==> config.mk <==
export PLATFORM = sky130hd
export DESIGN_NAME = sign_collapsing_row_merger_unit
export DESIGN_NICKNAME = d
export VERILOG_FILES = /design/src/hw/rtl/scmr_pkg.sv /design/src/hw/rtl/sign_collapsing_row_merger_unit.sv
export SDC_FILE = /design/constraint.sdc
export NUM_CORES = 1
export LEC_CHECK = 0
export ABC_CLOCK_PERIOD_IN_PS = 18310
export BUFFER_PORTS_ARGS = -buffer_cell sky130_fd_sc_hd__buf_2
export CAP_MARGIN = 5
export CORE_ASPECT_RATIO = 0.9
export CORE_MARGIN = 2
export CORE_UTILIZATION = 45
export DETAILED_ROUTE_END_ITERATION = 8
export PLACE_DENSITY = 0.62
export RECOVER_POWER = 50
export SLEW_MARGIN = 20
export SYNTH_ARGS = -nofsm -noshare
export SYNTH_HDL_FRONTEND = slang
export SYNTH_SLANG_ARGS = --single-unit
==> constraint.sdc <==
create_clock -name clk_i -period 18.31 [get_ports clk_i]
set_clock_uncertainty 0.05 [all_clocks]
set_input_delay 1.831 -clock clk_i [delete_from_list [all_inputs] [get_ports clk_i]]
set_output_delay 1.831 -clock clk_i [all_outputs]
set_load 0.02 [all_outputs]
==> src/hw/rtl/scmr_pkg.sv <==
package scmr_pkg;

  localparam int unsigned KEY_W       = 64;
  localparam int unsigned SIGN_W      = 8;
  localparam int unsigned ID_W        = 32;
  localparam int unsigned IN_TDATA_W  = 104;
  localparam int unsigned OUT_TDATA_W = 40;
  localparam int unsigned QUEUE_DEPTH = 4;
  localparam int unsigned QCNT_W      = 3;
  localparam int unsigned APB_ADDR_W  = 3;
  localparam int unsigned APB_DATA_W  = 32;

  localparam logic signed [SIGN_W-1:0] SIGN_POS = 8'sd1;
  localparam logic signed [SIGN_W-1:0] SIGN_NEG = -8'sd1;

  typedef enum logic {
    FUNC_ROW   = 1'b0,
    FUNC_FLUSH = 1'b1
  } func_e;

  typedef enum logic [1:0] {
    KIND_FIRST_NEG = 2'd0,
    KIND_LAST_POS  = 2'd1,
    KIND_MISMATCH  = 2'd2,
    KIND_BAD_SIGN  = 2'd3
  } kind_e;

  localparam logic REG_POS_ONLY = 1'b0;

  typedef struct packed {
    kind_e             kind;
    logic [ID_W-1:0]   id;
    logic              mism;
    logic              last;
  } result_t;

endpackage

==> src/hw/rtl/sign_collapsing_row_merger_unit.sv <==
// A word reaches the input register on acceptance; its results are written into the
// output queue register when it fires, and the first one is offered from there.
// Throughput: one input word per cycle while each word yields at most one result that is taken;
// the four-entry output queue, which must hold room for three results, sets the stall.
// Reset: rst_ni asynchronously clears group state, the queue count and positive_only_mode.
module sign_collapsing_row_merger_unit #(
  parameter int unsigned COUNT_BITS = 32
) (
  input  logic                                clk_i,
  input  logic                                rst_ni,
  input  logic                                s_axis_tvalid,
  output logic                                s_axis_tready,
  // row_key, row_sign, row_id
  input  logic [scmr_pkg::IN_TDATA_W-1:0]     s_axis_tdata,
  // func
  input  logic                                s_axis_tuser,
  output logic                                m_axis_tvalid,
  input  logic                                m_axis_tready,
  // result_kind, emitted_id, count_mismatch, zero padding
  output logic [scmr_pkg::OUT_TDATA_W-1:0]    m_axis_tdata,
  output logic                                m_axis_tlast,
  input  logic                                psel,
  input  logic                                penable,
  input  logic                                pwrite,
  input  logic [scmr_pkg::APB_ADDR_W-1:0]     paddr,
  input  logic [scmr_pkg::APB_DATA_W-1:0]     pwdata,
  output logic [scmr_pkg::APB_DATA_W-1:0]     prdata,
  output logic                                pready
);
  import scmr_pkg::*;

  logic                     pos_only_q;
  logic                     in_valid_q;
  func_e                    func_q;
  logic [KEY_W-1:0]         key_q;
  logic signed [SIGN_W-1:0] sign_q;
  logic [ID_W-1:0]          id_q;

  logic [KEY_W-1:0]         gkey_q;
  logic                     gopen_q;
  logic [COUNT_BITS-1:0]    pcnt_q, pcnt_d;
  logic [COUNT_BITS-1:0]    ncnt_q, ncnt_d;
  logic                     lsp_q, lsp_d;
  logic [ID_W-1:0]          fneg_q;
  logic [ID_W-1:0]          lpos_q;

  result_t                  queue_q [QUEUE_DEPTH];
  result_t                  queue_d [QUEUE_DEPTH];
  logic [QCNT_W-1:0]        cnt_q, cnt_d;

  logic                     room, fire, pop, accept;
  logic                     is_row, is_flush, key_match, do_coll, keep;
  logic                     sign_pos, sign_neg, bad_v;
  logic [COUNT_BITS-1:0]    diff, base_p, base_n;
  logic                     nonempty, mism, emit0, emit1, emit2;
  logic [1:0]               cnum, nres;
  result_t                  k0, k1, k2, kbad;
  result_t                  res [3];
  logic [QCNT_W-1:0]        base;
  logic                     cfg_wr;

  assign pready = 1'b1;
  assign cfg_wr = psel && penable && pwrite && pready && (paddr[2] == REG_POS_ONLY);
  assign prdata = (paddr[2] == REG_POS_ONLY) ? {{(APB_DATA_W-1){1'b0}}, pos_only_q} : '0;

  assign room          = (cnt_q <= QCNT_W'(1));
  assign fire          = in_valid_q && room;
  assign s_axis_tready = !in_valid_q || fire;
  assign accept        = s_axis_tvalid && s_axis_tready;
  assign m_axis_tvalid = (cnt_q != '0);
  assign pop           = m_axis_tvalid && m_axis_tready;
  assign m_axis_tdata  = {{(OUT_TDATA_W-ID_W-3){1'b0}}, queue_q[0].mism, queue_q[0].id,
                          queue_q[0].kind};
  assign m_axis_tlast  = queue_q[0].last;

  // collapse of the current group
  assign is_flush  = (func_q == FUNC_FLUSH);
  assign is_row    = !is_flush;
  assign key_match = (key_q == gkey_q);
  assign do_coll   = gopen_q && (is_flush || !key_match);
  assign diff      = (pcnt_q >= ncnt_q) ? (pcnt_q - ncnt_q) : (ncnt_q - pcnt_q);
  assign mism      = |diff[COUNT_BITS-1:1];
  assign nonempty  = do_coll && ((pcnt_q != '0) || (ncnt_q != '0)) &&
                     (lsp_q || (pcnt_q != ncnt_q));
  assign emit0     = nonempty && (pcnt_q <= ncnt_q) && !pos_only_q;
  assign emit1     = nonempty && (pcnt_q >= ncnt_q);
  assign emit2     = nonempty && !emit0 && !emit1 && mism;

  assign sign_pos  = (sign_q == SIGN_POS);
  assign sign_neg  = (sign_q == SIGN_NEG);
  assign bad_v     = is_row && !sign_pos && !sign_neg;

  assign k0   = '{kind: KIND_FIRST_NEG, id: fneg_q, mism: mism, last: 1'b0};
  assign k1   = '{kind: KIND_LAST_POS, id: lpos_q, mism: mism, last: 1'b0};
  assign k2   = '{kind: KIND_MISMATCH, id: '0, mism: 1'b1, last: 1'b0};
  assign kbad = '{kind: KIND_BAD_SIGN, id: id_q, mism: 1'b0, last: 1'b0};

  assign cnum   = 2'(emit0) + 2'(emit1) + 2'(emit2);
  assign nres   = cnum + 2'(bad_v);
  assign res[0] = (cnum != 2'd0) ? (emit0 ? k0 : (emit1 ? k1 : k2)) : kbad;
  assign res[1] = (cnum == 2'd2) ? k1 : kbad;
  assign res[2] = kbad;

  // group counters
  assign keep   = gopen_q && key_match;
  assign base_p = keep ? pcnt_q : '0;
  assign base_n = keep ? ncnt_q : '0;

  always_comb begin
    pcnt_d = pcnt_q;
    ncnt_d = ncnt_q;
    lsp_d  = lsp_q;
    if (is_flush) begin
      pcnt_d = '0;
      ncnt_d = '0;
    end else begin
      pcnt_d = base_p;
      ncnt_d = base_n;
      if (sign_pos) begin
        if (base_p != '1) pcnt_d = base_p + COUNT_BITS'(1);
        lsp_d = 1'b1;
      end else if (sign_neg) begin
        if (base_n != '1) ncnt_d = base_n + COUNT_BITS'(1);
        lsp_d = 1'b0;
      end
    end
  end

  // output queue: shift on pop, append pushed results behind
  assign base = cnt_q - QCNT_W'(pop);

  always_comb begin
    for (int i = 0; i < QUEUE_DEPTH - 1; i++) begin
      queue_d[i] = pop ? queue_q[i+1] : queue_q[i];
    end
    queue_d[QUEUE_DEPTH-1] = queue_q[QUEUE_DEPTH-1];
    if (fire) begin
      for (int i = 0; i < 3; i++) begin
        if (2'(i) < nres) begin
          queue_d[2'(base + QCNT_W'(i))]      = res[i];
          queue_d[2'(base + QCNT_W'(i))].last = (2'(i) == nres - 2'd1);
        end
      end
    end
    cnt_d = base + (fire ? QCNT_W'(nres) : '0);
  end

  always_ff @(posedge clk_i or negedge rst_ni) begin
    if (!rst_ni) begin
      pos_only_q <= 1'b0;
      in_valid_q <= 1'b0;
      gopen_q    <= 1'b0;
      gkey_q     <= '0;
      pcnt_q     <= '0;
      ncnt_q     <= '0;
      lsp_q      <= 1'b0;
      cnt_q      <= '0;
    end else begin
      if (cfg_wr) pos_only_q <= pwdata[0];
      if (accept) in_valid_q <= 1'b1;
      else if (fire) in_valid_q <= 1'b0;
      if (fire) begin
        pcnt_q <= pcnt_d;
        ncnt_q <= ncnt_d;
        lsp_q  <= lsp_d;
        if (is_flush) begin
          gopen_q <= 1'b0;
        end else begin
          gopen_q <= 1'b1;
          gkey_q  <= key_q;
        end
      end
      cnt_q <= cnt_d;
    end
  end

  always_ff @(posedge clk_i) begin
    if (accept) begin
      func_q <= func_e'(s_axis_tuser);
      key_q  <= s_axis_tdata[KEY_W-1:0];
      sign_q <= s_axis_tdata[KEY_W+SIGN_W-1:KEY_W];
      id_q   <= s_axis_tdata[KEY_W+SIGN_W+ID_W-1:KEY_W+SIGN_W];
    end
    if (fire && is_row) begin
      if (sign_pos) lpos_q <= id_q;
      if (sign_neg && (base_n == '0)) fneg_q <= id_q;
    end
    for (int i = 0; i < QUEUE_DEPTH; i++) begin
      queue_q[i] <= queue_d[i];
    end
  end

endmodule

==> Word-level counts from Yosys, hierarchy flattened <==
Memories as Yosys holds them, arrays and structs flattened.
Cells that the tools add are included.
{ "word_totals": {"ff_bits": 304, "mem_bits_rw": 144, "inputBits": 147, "elab_cells": 149, "memories": 1} }
{ "memory_table": {"columns": ["memory", "words", "word_bits", "read_ports", "rd_ports_with_merged_regs", "write_ports", "line_no", "source"], "rows": [
  ["queue_q", 4, 36, 4, 0, 4, "sign_collapsing_row_merger_unit.sv:47", "result_t queue_q [QUEUE_DEPTH];"]
]} }
{ "op_classes": {"addsub": 12, "order_cmp": 12, "n_eq_ne": 9, "n_mux": 48, "n_bitwise": 5, "n_reduce_logical": 48} }
{ "op_table": {"columns": ["op", "n"], "rows": [
  ["bitwise mux 144 bit", 6],
  ["two-way mux 144 bit", 6],
  ["demux 36 bit (select 2 bit)", 6],
  ["two-way mux 36 bit", 10],
  ["two-way mux 32 bit", 10],
  ["adder 32 x 1 -> 32 bit, second input constant", 2],
  ["equality test 64 bit", 1],
  ["!= test 32 bit, second input constant", 2],
  ["nonzero test 32 bit", 2],
  ["subtractor 32 bit", 2],
  ["greater-or-equal comparator 32 bit", 1],
  ["less-or-equal comparator 32 bit", 1],
  ["zero test 32 bit", 1],
  ["!= test 32 bit", 1],
  ["OR reduction 31 bit", 1],
  ["logical AND 1 bit", 23],
  ["greater-or-equal comparator 3 bit, second input constant", 3],
  ["less-than comparator 3 x 1 -> 1 bit, second input constant", 3],
  ["two-way mux 1 bit", 9],
  ["inverter 2 -> 3 bit", 3],
  ["equality test 8 x 1 -> 1 bit, second input constant", 1],
  ["equality test 8 x 2 -> 1 bit, second input constant", 1],
  ["zero test 1 bit", 8],
  ["AND reduction 2 bit", 3],
  ["20 further kinds", 28]
]} }

==> Longest topological paths before layout <==
{ "depth": {"ltp_word": 27, "depth_mapped": 26} }

==> Worst setup path after synthesis <==
OpenSTA, ideal clock, no wires.
{ "synth_timing": {"kind": "register to register", "from": "reg pcnt_q[26]", "to": "mem queue_q[2][1] in the netlist's numbering", "t_arrival_ps": 6007, "slack_ps": 12183, "stages_incl_launch_ff": 23, "n_path_buf": 3, "synth_period_minus_slack_ps": 6127, "cell_sequence": "dfrtp_1 inv_1 ha_1 buf_4 nand4_1 or4_1 or4_4 and4_1 clkbuf_1 o311ai_0 xnor2_1 o21ai_0 fa_1 inv_1 ha_1 xnor2_1 nor2_1 or2_2 clkbuf_1 a2111oi_0 o21a_1 nor3_1 a21oi_1"} }
{ "synth_rtl": {"columns": ["element", "line_no", "source"], "rows": [
  ["from (decl)", "sign_collapsing_row_merger_unit.sv:41", "logic [COUNT_BITS-1:0] pcnt_q, pcnt_d;"],
  ["from (signal assigned)", "sign_collapsing_row_merger_unit.sv:163", "pcnt_q <= pcnt_d;"],
  ["to (decl)", "sign_collapsing_row_merger_unit.sv:47", null]
]} }

==> Worst setup path in the final report <==
{ "layout_timing": {"from": "reg cnt_q[2]", "to": "reg gopen_q"} }
{ "layout_via": {"elab_chain_len": 2} }
{ "layout_rtl": {"columns": ["element", "line_no", "source"], "rows": [
  ["from (decl)", "sign_collapsing_row_merger_unit.sv:49", "logic [QCNT_W-1:0] cnt_q, cnt_d;"],
  ["from (signal assigned)", "sign_collapsing_row_merger_unit.sv:173", "cnt_q <= cnt_d;"],
  ["less-or-equal comparator 3 x 1 -> 1 bit", "sign_collapsing_row_merger_unit.sv:66", "assign room = (cnt_q <= QCNT_W'(1));"],
  ["logical AND 1 bit", "sign_collapsing_row_merger_unit.sv:67", "assign fire = in_valid_q && room;"],
  ["to (signal assigned)", "sign_collapsing_row_merger_unit.sv:152", "gopen_q <= 1'b0;"],
  ["to (signal assigned)", "sign_collapsing_row_merger_unit.sv:167", "gopen_q <= 1'b0;"],
  ["to (signal assigned)", "sign_collapsing_row_merger_unit.sv:169", "gopen_q <= 1'b1;"],
  ["to (decl)", "sign_collapsing_row_merger_unit.sv:40", "logic gopen_q;"]
]} }
Every way passes these cells.
A chain may end at the register's enable or synchronous reset.

==> flow_metrics.env <==
export IMPL_slew_violations=369
export IMPL_grt_use_total=0.271
export IMPL_synthesis_area_um2=26900
export IMPL_wire_per_inst_um=21.8
export IMPL_htreeDepth=2
export IMPL_cts_root_buf="clkbuf_16"
export IMPL_ys_ff_latch=448
export IMPL_max_slew_margin=-1.95
export IMPL_finalHoldViolCount=0
export IMPL_die_area_um2=61700
export IMPL_met2_usage=0.407
export IMPL_postCtsSetupRepairBufs=0
export IMPL_ios=223
export IMPL_use_met1=0.397
export IMPL_nNetsFinal=3321
export IMPL_area_delta_synth_final_pct=9.85
export IMPL_antenna_found_initial=2
export IMPL_grt_overflow_total=0
export IMPL_fp_dieW_um=262
export IMPL_synthArstFlopShare=0.301
export IMPL_drc=0
export IMPL_rsz0062_at_grt="false"
export IMPL_tightest_slew_ns=4.42
export IMPL_ff2ff_setup_slack_ns=9.41
export IMPL_final_cells=3916
export IMPL_drt_iter0_drc=2423
export IMPL_ys_flop_type="edfxtp_1"
export IMPL_max_freq_mhz=112
export IMPL_dp_cells=3823
export IMPL_drive_gt1_frac=0.0920
export IMPL_first_global_vias=22969
export IMPL_post_route_period_util=0.486
export IMPL_crit_type="reg -> reg"
export IMPL_crit_required_ns=18.54
export IMPL_drt_pass1_iterations=5
export IMPL_start_util=0.458
export IMPL_setup_viol=0
export IMPL_cts_tree="done"
export IMPL_power_leakage_nw=11.9
export IMPL_global_route_usage_met3=0.0435
export IMPL_grt_max_degree=81
export IMPL_postCtsHoldBufs=0
export IMPL_die_y_um=236
export IMPL_cts_reportedPaths_clkPinSlew_ns=0.06
export IMPL_critPathCaptureType="flip-flop"
export IMPL_hpwlAfterDp_um=53300
export IMPL_post_dp_cell_area_um2=28000
export IMPL_synth_seq_area_share=0.435
export IMPL_min_path_type="reg -> reg"
export IMPL_routed_wl_um=85300
export IMPL_total_power_mw=4.16
export IMPL_final_area_um2=29500
export IMPL_clock_sinks=448
export IMPL_top_usage_layer="met2"
export IMPL_clk_latency_ns=0.61
export IMPL_failed_checks="capacitance limit, slew limit"
export IMPL_syn_area_per_cell_um2=8.75
export IMPL_portBuffers=152
export IMPL_arrival_ns=9.12
export IMPL_ant_nets=0
export IMPL_rows=84
export IMPL_finalWeightedCongestion=0.942
export IMPL_synthCells=3071
export IMPL_setup_tns_ns=0
export IMPL_synth_edff_count=205
export IMPL_avgViaCountPerCell=6.15
export IMPL_cts_resized_gates=0
export IMPL_vias=24094
export IMPL_fin_crit_ns=8.90
export IMPL_crit_fanout=74
export IMPL_drv_cap=6
export IMPL_power_density_nw_per_um2=141
export IMPL_fp_coreArea_um2=58800
export IMPL_yosysWarningCount=0
export IMPL_cts_max_path_buffers=3
export IMPL_status="finished with violations"
export IMPL_peakVddDrop_mv=0.0946
export IMPL_whs_ns=0.441
export IMPL_startpoint_type="flip-flop"
export IMPL_grt_first_pass_wirelength_um=132000
export IMPL_cts_made_buffers=49
export IMPL_synth_cell_type_count=85
-- final timing paths --
check / to / depth (start not counted) / start
min in group asynchronous: gkey_q[43] / 1 / rst_ni
max in group asynchronous: ncnt_q[5] / 2 / rst_ni
max: gopen_q / 6 / cnt_q[2]
min: gkey_q[57] / 2 / key_q[57]
max reg2reg: gopen_q / 6 / cnt_q[2]
min reg2reg: gkey_q[57] / 2 / key_q[57]
-- flip-flops by register name (all words and copies together) (netlist names) --
signal and count:
lsp_q 1, key_q 64, pos_only_q 1, gopen_q 1, id_q 32, gkey_q 64, pcnt_q 32, cnt_q 3
ncnt_q 32, queue_q 144, in_valid_q 1, fneg_q 32, func_q 1, lpos_q 32, sign_q 8
-- area by class of cell --
type | instances | area, um^2
Fill cell | 5554 | 29200
Multi-Input combinational cell | 2322 | 13900
Sequential cell | 448 | 11700
Clock buffer | 74 | 1430
Tap cell | 774 | 968
Timing Repair Buffer | 188 | 967
Inverter | 91 | 343
Clock inverter | 18 | 191
Antenna cell | 1 | 2.50
-- routing by layer --
layer	share of wire	vias to the layer above
met1	0.44	11596
met4	0.031	2
met5	0.00015	-
met3	0.085	189
li1	-	11124
met2	0.44	1183
-- Yosys cell counts (all sizes together), types with 5 or more instances --
| cell type | count | share of area |
|---|---|---|
| nand2 | 581 | 0.081 |
| a21oi | 257 | 0.048 |
| o21ai | 222 | 0.041 |
| edfxtp | 205 | 0.23 |
| nor2 | 204 | 0.028 |
| clkbuf | 161 | 0.022 |
| a31oi | 147 | 0.041 |
| dfrtp | 135 | 0.13 |
| mux2i | 118 | 0.044 |
| dfxtp | 108 | 0.080 |
| inv | 90 | 0.013 |
| buf | 84 | 0.020 |
| o31ai | 84 | 0.023 |
| xor2 | 81 | 0.026 |
| ha | 70 | 0.033 |
| nand3 | 57 | 0.011 |
| nand4 | 53 | 0.013 |
| o22ai | 48 | 0.011 |
| nor4 | 47 | 0.011 |
| xnor2 | 40 | 0.013 |
| a22o | 35 | 0.011 |
| or3b | 32 | 0.011 |
| nor3 | 24 | 0.0047 |
| a21o | 14 | 0.0039 |
| a211oi | 12 | 0.0038 |
| o211ai | 12 | 0.0034 |
| and3 | 11 | 0.0026 |
| or3 | 10 | 0.0023 |
| and2 | 9 | 0.0021 |
| o21bai | 9 | 0.0025 |
| and4 | 7 | 0.0023 |
| o221ai | 7 | 0.0023 |
| or4 | 7 | 0.0021 |
| nor2b | 6 | 0.0014 |
| o21a | 6 | 0.0017 |
| a22oi | 5 | 0.0014 |
| a41oi | 5 | 0.0016 |
| nand2b | 5 | 0.0013 |
-- logic make-up after synthesis --
family          synth area share
buf+inv                   0.0556
compound gates             0.209
flops                      0.435
mux                       0.0456
other cells             0.000279
simple gates               0.179
fa+ha+maj                 0.0356
xor+xnor                  0.0394
-- per-stage QoR --
step	util	worst slack, ns
3_5_place_dp	0.476	9.81
6_report	0.503	9.41
5_1_grt	0.503	8.57
2_1_floorplan	-	12.18
4_1_cts	0.504	9.75
3_3_place_gp	0.476	9.84
-- critical path, stage by stage, from the launching register on --
cell,delay (ns)
dfrtp_1,0.38
nor2_1,0.07
nand2_1,1.43
clkinvlp_2,2.86
nand2_1,0.81
clkbuf_1,2.54
o21ai_0,0.40
-- cell usage in the layout, fill, tap and decap left out, types with 33 or more instances in the layout --
| cell type | count |
|---|---|
| buf_4 | 33 |
| nor2_1 | 197 |
| a22o_1 | 35 |
| clkbuf_1 | 60 |
| a21oi_1 | 256 |
| mux2i_1 | 118 |
| nor4_1 | 44 |
| inv_1 | 89 |
| o21ai_0 | 195 |
| nand3_1 | 55 |
| edfxtp_1 | 205 |
| o22ai_1 | 48 |
| nand4_1 | 51 |
| dfxtp_1 | 108 |
| dfrtp_1 | 135 |
| buf_2 | 110 |
| o31ai_1 | 84 |
| a31oi_1 | 118 |
| conb_1 | 37 |
| clkbuf_16 | 50 |
| nand2_1 | 579 |
| xnor2_1 | 40 |
| ha_1 | 70 |
| xor2_1 | 81 |
-- report_power, final --
group	internal [mW]	switching, mW	total [mW]
clock	0.583	0.420	1.00
combinational	0.556	1.00	1.56
sequential	1.40	0.201	1.60
Power figures use the tool's default switching activity.
